$ cat src/hdl/rtcsp_pkg.sv
package rtcsp_pkg;

    // pin register bit positions
    localparam int unsigned PIN_IO     = 0;
    localparam int unsigned PIN_CLOCK  = 1;
    localparam int unsigned PIN_SELECT = 2;
    localparam int unsigned PIN_DIR    = 4;

    // status one: 24-hour mode bit
    localparam int unsigned MODE_24H = 1;

    // command types, bits 6..4 of the command byte
    typedef enum logic [2:0] {
        CMD_STATUS_ONE = 3'd0,
        CMD_DATE_TIME  = 3'd2,
        CMD_STATUS_TWO = 3'd4,
        CMD_TIME       = 3'd6
    } cmd_type_t;

    localparam logic [7:0] COUNT_MAX = 8'hFF;

    typedef struct packed {
        logic [6:0] year;
        logic [3:0] month;
        logic [4:0] day;
        logic [2:0] weekday;
        logic [4:0] hour;
        logic [5:0] minute;
        logic [5:0] second;
    } rtc_time_t;

    // binary to BCD for values below 100; tens by reciprocal multiply
    function automatic logic [7:0] to_bcd(input logic [6:0] x);
        logic [14:0] prod;
        logic [3:0]  tens;
        logic [6:0]  ones;
        begin
            prod = 15'(x) * 15'd205;
            tens = prod[14:11];
            ones = x - 7'(tens) * 7'd10;
            to_bcd = {tens, ones[3:0]};
        end
    endfunction

    // hour in 12- or 24-hour form, as BCD
    function automatic logic [7:0] hour_bcd(input logic [4:0] h, input logic mode_24h);
        logic [4:0] x;
        begin
            x = h;
            if (!mode_24h)
            begin
                if (x >= 5'd24)
                    x = x - 5'd24;
                else if (x >= 5'd12)
                    x = x - 5'd12;
            end
            hour_bcd = to_bcd({2'b00, x});
        end
    endfunction

endpackage

$ cat src/hdl/three_wire_rtc_serial_port.sv
// Three-wire serial RTC port driven by pin register writes.
// Input channel (in_valid/in_ready): one transfer is a write of pin_byte
// (io bit 0, clock bit 1, select bit 2, direction bit 4) together with the
// current binary date and time. A falling clock edge with select high moves
// one bit: the first eight form the command byte, later ones write or read
// status registers, or read the BCD date and time.
// Output channel (out_valid/out_ready): one transfer per input, carrying the
// new pin register in pin_readback; on a read bit, bit 0 holds the data.
// The result is registered and appears in the cycle after acceptance.
// One item is taken per cycle while the receiver keeps up; the pin register
// itself is the result register, so decode, BCD conversion and bit select are combinational.
// While a result waits on a stalled receiver, in_ready stays low; it rises
// again in the same cycle that the receiver takes the result.
// Reset clears the pin register, bit counter, command byte and both status
// registers, and empties the output.
module three_wire_rtc_serial_port
(
    input  logic        clk,
    input  logic        rst_n,
    input  logic        in_valid,
    output logic        in_ready,
    input  logic [7:0]  pin_byte,
    input  logic [6:0]  year,
    input  logic [3:0]  month,
    input  logic [4:0]  day,
    input  logic [2:0]  weekday,
    input  logic [4:0]  hour,
    input  logic [5:0]  minute,
    input  logic [5:0]  second,
    output logic        out_valid,
    input  logic        out_ready,
    output logic [7:0]  pin_readback
);

    logic [7:0] pin_latch_reg, pin_latch_next;
    logic [7:0] bit_counter_reg, bit_counter_next;
    logic [7:0] command_reg, command_next;
    logic [7:0] status_one_reg, status_one_next;
    logic [7:0] status_two_reg, status_two_next;
    logic       out_valid_reg, out_valid_next;

    logic                  accept;
    logic                  falling;
    logic                  read_bit;
    rtcsp_pkg::rtc_time_t  now;

    assign in_ready     = !out_valid_reg || out_ready;
    assign accept       = in_valid && in_ready;
    assign out_valid    = out_valid_reg;
    assign pin_readback = pin_latch_reg;

    assign now.year    = year;
    assign now.month   = month;
    assign now.day     = day;
    assign now.weekday = weekday;
    assign now.hour    = hour;
    assign now.minute  = minute;
    assign now.second  = second;

    assign falling = pin_latch_reg[rtcsp_pkg::PIN_CLOCK] && !pin_byte[rtcsp_pkg::PIN_CLOCK];

    rtcsp_read_sel u_read_sel
    (
        .command    (command_reg),
        .bit_count  (bit_counter_reg),
        .status_one (status_one_reg),
        .status_two (status_two_reg),
        .now        (now),
        .read_bit   (read_bit)
    );

    always_comb
    begin
        pin_latch_next   = pin_latch_reg;
        bit_counter_next = bit_counter_reg;
        command_next     = command_reg;
        status_one_next  = status_one_reg;
        status_two_next  = status_two_reg;
        out_valid_next   = out_valid_reg;

        if (out_valid_reg && out_ready)
            out_valid_next = 1'b0;

        if (accept)
        begin
            out_valid_next = 1'b1;
            pin_latch_next = pin_byte;
            if (pin_byte[rtcsp_pkg::PIN_SELECT])
            begin
                if (falling)
                begin
                    if (bit_counter_reg < 8'd8)
                    begin
                        command_next[bit_counter_reg[2:0]] =
                            command_reg[bit_counter_reg[2:0]] | pin_byte[rtcsp_pkg::PIN_IO];
                    end
                    else if (pin_byte[rtcsp_pkg::PIN_DIR])
                    begin
                        if (command_reg[6:4] == rtcsp_pkg::CMD_STATUS_ONE)
                            status_one_next[bit_counter_reg[2:0]] = pin_byte[rtcsp_pkg::PIN_IO];
                        else if (command_reg[6:4] == rtcsp_pkg::CMD_STATUS_TWO)
                            status_two_next[bit_counter_reg[2:0]] = pin_byte[rtcsp_pkg::PIN_IO];
                    end
                    else
                    begin
                        pin_latch_next[rtcsp_pkg::PIN_IO] = read_bit;
                    end
                    // saturate at the top
                    if (bit_counter_reg != rtcsp_pkg::COUNT_MAX)
                        bit_counter_next = bit_counter_reg + 8'd1;
                end
                else if (!pin_byte[rtcsp_pkg::PIN_DIR])
                begin
                    // hold the io level while the host reads
                    pin_latch_next[rtcsp_pkg::PIN_IO] = pin_latch_reg[rtcsp_pkg::PIN_IO];
                end
            end
            else
            begin
                bit_counter_next = 8'd0;
                command_next     = 8'd0;
            end
        end
    end

    always_ff @(posedge clk or negedge rst_n)
    begin
        if (!rst_n)
        begin
            pin_latch_reg   <= 8'd0;
            bit_counter_reg <= 8'd0;
            command_reg     <= 8'd0;
            status_one_reg  <= 8'd0;
            status_two_reg  <= 8'd0;
            out_valid_reg   <= 1'b0;
        end
        else
        begin
            pin_latch_reg   <= pin_latch_next;
            bit_counter_reg <= bit_counter_next;
            command_reg     <= command_next;
            status_one_reg  <= status_one_next;
            status_two_reg  <= status_two_next;
            out_valid_reg   <= out_valid_next;
        end
    end

    a_select_drop_clears: assert property (@(posedge clk) disable iff (!rst_n)
        accept && !pin_byte[rtcsp_pkg::PIN_SELECT]
        |=> bit_counter_reg == 8'd0 && command_reg == 8'd0)
        else $error("select drop did not clear counter and command");

    a_counter_monotonic: assert property (@(posedge clk) disable iff (!rst_n)
        accept && pin_byte[rtcsp_pkg::PIN_SELECT]
        |=> bit_counter_reg >= $past(bit_counter_reg))
        else $error("bit counter went backwards while selected");

    a_upper_pins_follow: assert property (@(posedge clk) disable iff (!rst_n)
        accept |=> out_valid_reg && pin_latch_reg[7:1] == $past(pin_byte[7:1]))
        else $error("result missing or upper pins differ from written byte");

    a_status_quiet_in_command: assert property (@(posedge clk) disable iff (!rst_n)
        accept && $past(bit_counter_reg) < 8'd8 && bit_counter_reg < 8'd8
        |=> $stable(status_one_reg) && $stable(status_two_reg))
        else $error("status register changed during the command byte");

endmodule

$ cat src/hdl/rtcsp_read_sel.sv
module rtcsp_read_sel
(
    input  logic [7:0]             command,
    input  logic [7:0]             bit_count,
    input  logic [7:0]             status_one,
    input  logic [7:0]             status_two,
    input  rtcsp_pkg::rtc_time_t   now,
    output logic                   read_bit
);

    logic [4:0] slot;
    logic [3:0] sum7;
    logic [2:0] slot7;
    logic [2:0] sum3;
    logic [1:0] slot3;
    logic [7:0] src;
    logic [7:0] hour_val;

    // slot is one less than the byte number; counter is at least 8 here
    assign slot = bit_count[7:3] - 5'd1;

    always_comb
    begin
        // 8 is 1 mod 7, 4 is 1 mod 3: fold the digits, then trim
        sum7 = 4'(slot[4:3]) + 4'(slot[2:0]);
        if (sum7 >= 4'd7)
            sum7 = sum7 - 4'd7;
        slot7 = sum7[2:0];

        sum3 = 3'(slot[1:0]) + 3'(slot[3:2]) + 3'(slot[4]);
        if (sum3 >= 3'd3)
            sum3 = sum3 - 3'd3;
        if (sum3 >= 3'd3)
            sum3 = sum3 - 3'd3;
        slot3 = sum3[1:0];
    end

    assign hour_val = rtcsp_pkg::hour_bcd(now.hour, status_one[rtcsp_pkg::MODE_24H]);

    always_comb
    begin
        src      = 8'h00;
        read_bit = 1'b0;
        case (command[6:4])
            rtcsp_pkg::CMD_STATUS_ONE:
            begin
                src = status_one;
            end
            rtcsp_pkg::CMD_STATUS_TWO:
            begin
                src = status_two;
            end
            rtcsp_pkg::CMD_DATE_TIME:
            begin
                case (slot7)
                    3'd0:    src = rtcsp_pkg::to_bcd(now.year);
                    3'd1:    src = rtcsp_pkg::to_bcd({3'b000, now.month});
                    3'd2:    src = rtcsp_pkg::to_bcd({2'b00, now.day});
                    3'd3:    src = rtcsp_pkg::to_bcd({4'b0000, now.weekday});
                    3'd4:    src = hour_val;
                    3'd5:    src = rtcsp_pkg::to_bcd({1'b0, now.minute});
                    default: src = rtcsp_pkg::to_bcd({1'b0, now.second});
                endcase
            end
            rtcsp_pkg::CMD_TIME:
            begin
                case (slot3)
                    2'd0:    src = hour_val;
                    2'd1:    src = rtcsp_pkg::to_bcd({1'b0, now.minute});
                    default: src = rtcsp_pkg::to_bcd({1'b0, now.second});
                endcase
            end
            default:
            begin
                src = 8'h00;
            end
        endcase
        read_bit = src[bit_count[2:0]];
    end

endmodule
$ cat config.mk
export PLATFORM = sky130hd
export DESIGN_NAME = three_wire_rtc_serial_port
export DESIGN_NICKNAME = d
export VERILOG_FILES = /design/src/hdl/rtcsp_pkg.sv /design/src/hdl/three_wire_rtc_serial_port.sv /design/src/hdl/rtcsp_read_sel.sv
export SDC_FILE = /design/constraint.sdc
export NUM_CORES = 1
export LEC_CHECK = 0
export ABC_AREA = 1
export BUFFER_PORTS_ARGS = -buffer_cell sky130_fd_sc_hd__buf_4
export CAP_MARGIN = 20
export CORE_ASPECT_RATIO = 2
export CORE_MARGIN = 2
export CORE_UTILIZATION = 63
export CTS_CLUSTER_SIZE = 14
export DETAILED_ROUTE_END_ITERATION = 10
export PLACE_DENSITY = 0.89
export SLEW_MARGIN = 20
export SYNTH_ARGS = -nofsm -noshare
export SYNTH_HDL_FRONTEND = slang
export SYNTH_SLANG_ARGS = --single-unit
$ cat constraint.sdc
create_clock -name clk -period 5.5 [get_ports clk]
set_clock_uncertainty 0.05 [all_clocks]
set_input_delay 0.55 -clock clk [delete_from_list [all_inputs] [get_ports clk]]
set_output_delay 0.55 -clock clk [all_outputs]
set_load 0.02 [all_outputs]
Yosys cells after proc, flatten, opt, wreduce, memory -nomap -nowiden
Index checks and enable logic that the tools add are counted.
{"block": "totals", "ff_bits": 41, "output_inout_bits": 10}
{"block": "classes", "multipliers": 12, "n_lt_le_gt_ge": 8, "addsub": 16, "bitwise": 3, "n_reduce_logical": 16, "eq_ne": 14, "mux": 31}
{"operator": "two-way mux 8 bit", "count": 6}
{"operator": "case mux 8 bit (6 select lines)", "count": 1}
{"operator": "case mux 8 bit (4 select lines)", "count": 1}
{"operator": "multiplier 6 x 8 -> 14 bit (second input constant)", "count": 2}
{"operator": "multiplier 5 x 8 -> 13 bit (second input constant)", "count": 2}
{"operator": "bitwise mux 8 bit", "count": 3}
{"operator": "subtractor 4 bit", "count": 6}
{"operator": "multiplier 7 x 8 -> 15 bit (second input constant)", "count": 1}
{"operator": "two-way mux 5 bit", "count": 3}
{"operator": "case mux 7 bit (2 select lines)", "count": 1}
{"operator": "== test 3 bit (second input constant)", "count": 4}
{"operator": "multiplier 4 x 8 -> 12 bit (second input constant)", "count": 1}
{"operator": "two-way mux 1 bit", "count": 10}
{"operator": "== test 3 x 2 -> 1 bit (second input constant)", "count": 3}
{"operator": "adder 8 x 1 -> 8 bit (second input constant)", "count": 1}
{"operator": "less-than comparator 8 x 4 -> 1 bit (second input constant)", "count": 1}
{"operator": "!= test 8 bit (second input constant)", "count": 1}
{"operator": "AND reduction 7 bit", "count": 1}
{"operator": "binary-select mux 1 bit (select 3 bit)", "count": 2}
{"operator": ">= comparator 3 x 2 -> 1 bit (second input constant)", "count": 2}
{"operator": "logical NOT 3 bit", "count": 2}
{"operator": "multiplier 2 x 3 -> 3 bit (second input constant)", "count": 2}
{"operator": "multiplier 3 x 3 -> 3 bit (second input constant)", "count": 2}
{"operator": "two-way mux 3 bit", "count": 2}
{"operator": "32 further kinds", "count": 40}

Depth between registers and ports, before layout
{"block": "depth", "word_depth": 16, "mapped_depth": 42, "mapped_depth_nobuf": 42}

Hierarchy
A second synthesis with hierarchy kept.
{"block": "unflattened", "cells_unflattened": 1072, "hier_area_um2": 7526.0}
{"module": "rtcsp_read_sel", "cells_per_inst": 765, "area_each_um2": 5273.8, "n_inst": 1}
{"module": "three_wire_rtc_serial_port", "cells_per_inst": 307, "area_each_um2": 2252.2, "n_inst": 1}

Worst setup path before layout
No wires, ideal clock.
{"block": "synth_timing", "path_kind": "input -> register", "from": "input port hour[2]", "to": "register pin_latch_reg[0], in the netlist pin_readback[0]", "required_ps": 5334, "t_arrival_ps": 4640, "stages": 36, "setup_time_ps": 116, "slack_ps": 693, "path_buffers": 0, "cell_sequence": "inv_1 > ha_1 > nand2_1 > inv_2 > a21oi_2 > nand3_1 > nand2_1 > nand2_1 > ha_1 > ha_1 > ha_1 > ha_1 > a21o_1 > a21oi_1 > nand2_1 > a21oi_1 > nand2_1 > nand2_1 > inv_1 > ha_1 > fa_1 > inv_1 > xor2_1 > nand3_1 > nand2_1 > nand2_1 > nand3_1 > nand2_1 > inv_1 > nand2_1 > nand2_1 > nand2_1 > nand2_1 > nand2_1 > nand2_1 > nand2_1"}
{"block": "synth_via", "elab_chain_cells": 15}
{"item": "from (decl)", "line": "three_wire_rtc_serial_port.sv:27", "source": "input logic [4:0] hour,"}
{"item": "subtractor 5 x 4 -> 5 bit or >= comparator 5 x 4 -> 1 bit (tied branches)", "line": "rtcsp_pkg.sv:55, rtcsp_pkg.sv:54"}
{"item": "two-way mux 5 bit", "line": "rtcsp_pkg.sv:54", "source": "else if (x >= 5'd12)"}
{"item": "two-way mux 5 bit", "line": "rtcsp_pkg.sv:52", "source": "if (x >= 5'd24)"}
{"item": "two-way mux 5 bit (*)", "line": "rtcsp_pkg.sv:50", "source": "if (!mode_24h)"}
{"item": "multiplier 5 x 8 -> 13 bit", "line": "rtcsp_pkg.sv:38", "source": "prod = 15'(x) * 15'd205;"}
{"item": "multiplier 2 x 3 -> 3 bit", "line": "rtcsp_pkg.sv:40", "source": "ones = x - 7'(tens) * 7'd10;"}
{"item": "subtractor 4 bit", "line": "rtcsp_pkg.sv:40"}
{"item": "case mux 8 bit (6 select lines) or case mux 7 bit (2 select lines) (tied branches)", "line": "rtcsp_read_sel.sv:55, rtcsp_read_sel.sv:67"}
{"item": "case mux 8 bit (4 select lines) (*)", "line": "rtcsp_read_sel.sv:44", "source": "case (command[6:4])"}
{"item": "binary-select mux 1 bit (select 3 bit) (*)", "line": "rtcsp_read_sel.sv:78", "source": "read_bit = src[bit_count[2:0]];"}
{"item": "two-way mux 1 bit (implied by the code) (*)", "line": "rtcsp_read_sel.sv:78"}
{"item": "two-way mux 1 bit (*)", "line": "three_wire_rtc_serial_port.sv:97", "source": "else if (pin_byte[rtcsp_pkg::PIN_DIR])"}
{"item": "two-way mux 1 bit (*)", "line": "three_wire_rtc_serial_port.sv:92", "source": "if (bit_counter_reg < 8'd8)"}
{"item": "two-way mux 1 bit (*)", "line": "three_wire_rtc_serial_port.sv:90", "source": "if (falling)"}
{"item": "two-way mux 1 bit (*)", "line": "three_wire_rtc_serial_port.sv:88", "source": "if (pin_byte[rtcsp_pkg::PIN_SELECT])"}
{"item": "to (signal assigned)", "line": "three_wire_rtc_serial_port.sv:139", "source": "pin_latch_reg <= pin_latch_next;"}
{"item": "to (decl)", "line": "three_wire_rtc_serial_port.sv:35", "source": "logic [7:0] pin_latch_reg, pin_latch_next;"}
Mark *: on every way between the ends. The rest lies on a longest branch, timed or not. The select of a mux whose other input is x is not followed.
A chain may end at the register's enable or synchronous reset.

Worst setup path in the final report
Ends and elaborated chain as after synthesis.

==> flow_summary.ini <==
[placement]
dp_hpwl_mm = 14.35
place_inst = 1228
place_congestion = 0.9386
port_buffers = 57

[power_and_ir_drop]
vdd_drop_max_mv = 0.2763
power.density_mw_per_mm2 = 213.9
finalPower_uw = 1725
leakagePower_uw = 0.004614

[detailed_routing]
routedWlPerCell_um = 13.70
wirelength_mm = 16.97
num_vias = 6903
vias_per_cell = 5.576
detail-route-antenna-nets = 0
first_iter_violations = 275
drc_errors = 0
drt_pre_antenna_iters = 5

[layout]
drive_gt1_share_pct = 10.49
layout.nets = 1333
syn_to_final_growth_pct = 11.41
final_cells = 1238
n_antenna_cell = 0

[worst_setup_path]
crit_top_cell = nand2_1
r2r_setup_slack_ns = 0.55
slowest_stage = fa_1
critical_path_class = in2reg
end_kind = register
max_stage_delay_ns = 0.38
crit_path_max_fanout = 5
worstPathArrival_ns = 5.20
crit_path_start_kind = input pin
critPathRequiredTime_ns = 5.64

[die]
dieHeight_um = 155.6
initial_utilization_pct = 64.12
core_area_mm2 = 0.01129
rows = 55
die_area_mm2 = 0.01241
pin_count = 58
die_width_um = 79.79

[yosys]
synth_warnings = 0
yosysSeqAreaShare_pct = 14.18
async_flop_share_pct = 100.0
ys_ff_latch = 41
synth_ff_type = dfrtp_1
avgSynthCellArea_um2 = 7.006
synthCells = 1033
synth.net_count = 1271
synth_cell_types = 43
synth_edf_count = 0
synthesis.area_mm2 = 0.007237

[global_routing]
antenna_found_initial = 0
grt_pass1_wl_mm = 29.01
grt_max_degree = 42
grt_pass1_vias = 7036
grt_overflow = 0
track_usage_pct = 28.59

[status]
outcome = completed

[clock_tree]
htreeDepth = 2
cts_made_buffers = 5
ctsHoldBuffers = 0
worstSkewPairLatency_ns = 0.29
cts_max_path_buffers = 2
root_buffer = clkbuf_16
clk_pin_slew_worst_paths_ns = 0.07
cts_tree = done
clock-sinks = 41

[sta]
timing.slew.headroom_pct = 30.99
setup-tns-final_ns = 0
max_freq_ghz = 0.1973
drv_slew = 0
tightestPinTransition_ns = 1.031
final-setup-viol-count = 0
fin_crit_sh_pct = 92.14
finalHoldViolations = 0
period_minus_slack_ns = 5.067

[hold_path]
hold_path.class = in2async

[run]
maxCapViolCount = 0
## layer usage
metal	up-vias	global-route usage, %	part of all wire [%]	wire (µm)
met4	0	15.98	5.7	964
met5	-	0	0	0
met1	3189	27.77	35	6011
li1	3450	-	-	-
met3	75	2.315	2.9	493
met2	189	56.54	56	9498
## cell usage after synthesis (all sizes together) (5+ instances only)
| cell type | number | area, µm² |
|---|---|---|
| a21oi | 40 | 204.0 |
| o21ai | 37 | 188.9 |
| xor2 | 14 | 122.6 |
| nand3 | 66 | 345.3 |
| dfrtp | 41 | 1026 |
| ha | 158 | 1977 |
| nor2 | 87 | 349.1 |
| a211oi | 7 | 52.55 |
| nand4 | 12 | 75.07 |
| nand3b | 8 | 60.06 |
| inv | 193 | 724.4 |
| or2 | 8 | 50.05 |
| fa | 32 | 640.6 |
| nor3 | 11 | 55.05 |
| nand2 | 277 | 1065 |
| clkbuf | 5 | 18.77 |
## logic make-up after synthesis
group                    count (synthesis)  synth area share, %
XOR/XNOR                                18                2.178
AND/OR/NAND/NOR                        474                28.08
buffers and inverters                  199                10.34
flip-flops                              41                14.18
AO/OA/AOI/OAI                          111                9.060
adder cells (fa/ha/maj)                190                36.17
## critical path: cells and delay by family
family,cells,cell delay [ns]
AND/OR/NAND/NOR,22,1.80
adder cells (fa/ha/maj),6,1.51
buffers and inverters,9,0.65
AO/OA/AOI/OAI,3,0.51
XOR/XNOR,1,0.17
## stage by stage
| stage | setup slack (ns) | util [%] | cell area (µm²) | hold slack [ns] |
|---|---|---|---|---|
| finish | 0.4326 | 71.44 | 8063 | 0.1782 |
| global route | -0.02730 | 71.44 | 8063 | 0.2235 |
| CTS | 0.4088 | 70.74 | 7984 | 0.1972 |
| detailed placement | 0.1100 | 69.41 | 7834 | 0.4170 |
| global placement | 0.2732 | 69.41 | 7834 | 0.4133 |
| floorplan | 0.6935 | - | 7237 | 0.2044 |
## worst paths after layout
check                                                     from                          end  cells after the start
worst min-delay path                                     rst_n  pin_readback[2]$_DFFE_PN0P_                      1
worst max-delay path                                   hour[2]  pin_readback[0]$_DFFE_PN0P_                     41
min in group clk                                   pin_byte[7]  pin_readback[7]$_DFFE_PN0P_                      3
max in group asynchronous                                rst_n   command_reg[2]$_DFFE_PN0P_                      1
worst max register to register  bit_counter_reg[3]$_DFFE_PN0P_  pin_readback[0]$_DFFE_PN0P_                     30
worst min register to register     pin_readback[3]$_DFFE_PN0P_  pin_readback[3]$_DFFE_PN0P_                      2
## cell usage in the layout (no fill, tap or decap), types with 3 or more instances in the layout
master     netlist  routed
nand3_1         63      61
buf_4            0      61
a221oi_1         3       3
nand3_2          3       5
nand4_1         12      12
clkbuf_16        0       5
ha_1           158     158
a22o_1           3       3
or2_2            8       8
a22oi_1          3       3
xor2_1          14      13
xnor2_1          4       4
nand2_2          7      11
o21ai_0         32      32
nor2_1          82      82
a211oi_1         7       7
nor3_1          11      10
nand2_1        269     264
a21oi_1         39      37
inv_1          186     185
inv_2            7       8
nor2_4           2       3
a21o_1           4       4
dfrtp_1         41      41
a31oi_1          3       3
o21a_1           3       3
fa_1            32      32
nand3b_1         8       8
o21ai_1          4       3
## where the power goes
part | switching, µW | internal (µW) | total [µW]
Sequential | 26.4 | 327 | 353
Clock | 127 | 171 | 299
Combinational | 660 | 413 | 1070
Total | 814 | 911 | 1720
## area by class of cell
class,instances,area [µm²]
clock buffers,5,125.1
flip-flops and latches,41,1026
fillers,947,3223
clock inverters,3,25.02
well taps,142,177.7
repair buffers,61,457.9
inverters,193,724.4
multi-input cells,793,5527
## what timing repair did
action,4_1_cts,5_1_grt
buffers inserted,0,2
gates resized for setup,0,16
setup endpoints to repair,0,1
No activity file was read; power rests on OpenSTA's default activity.
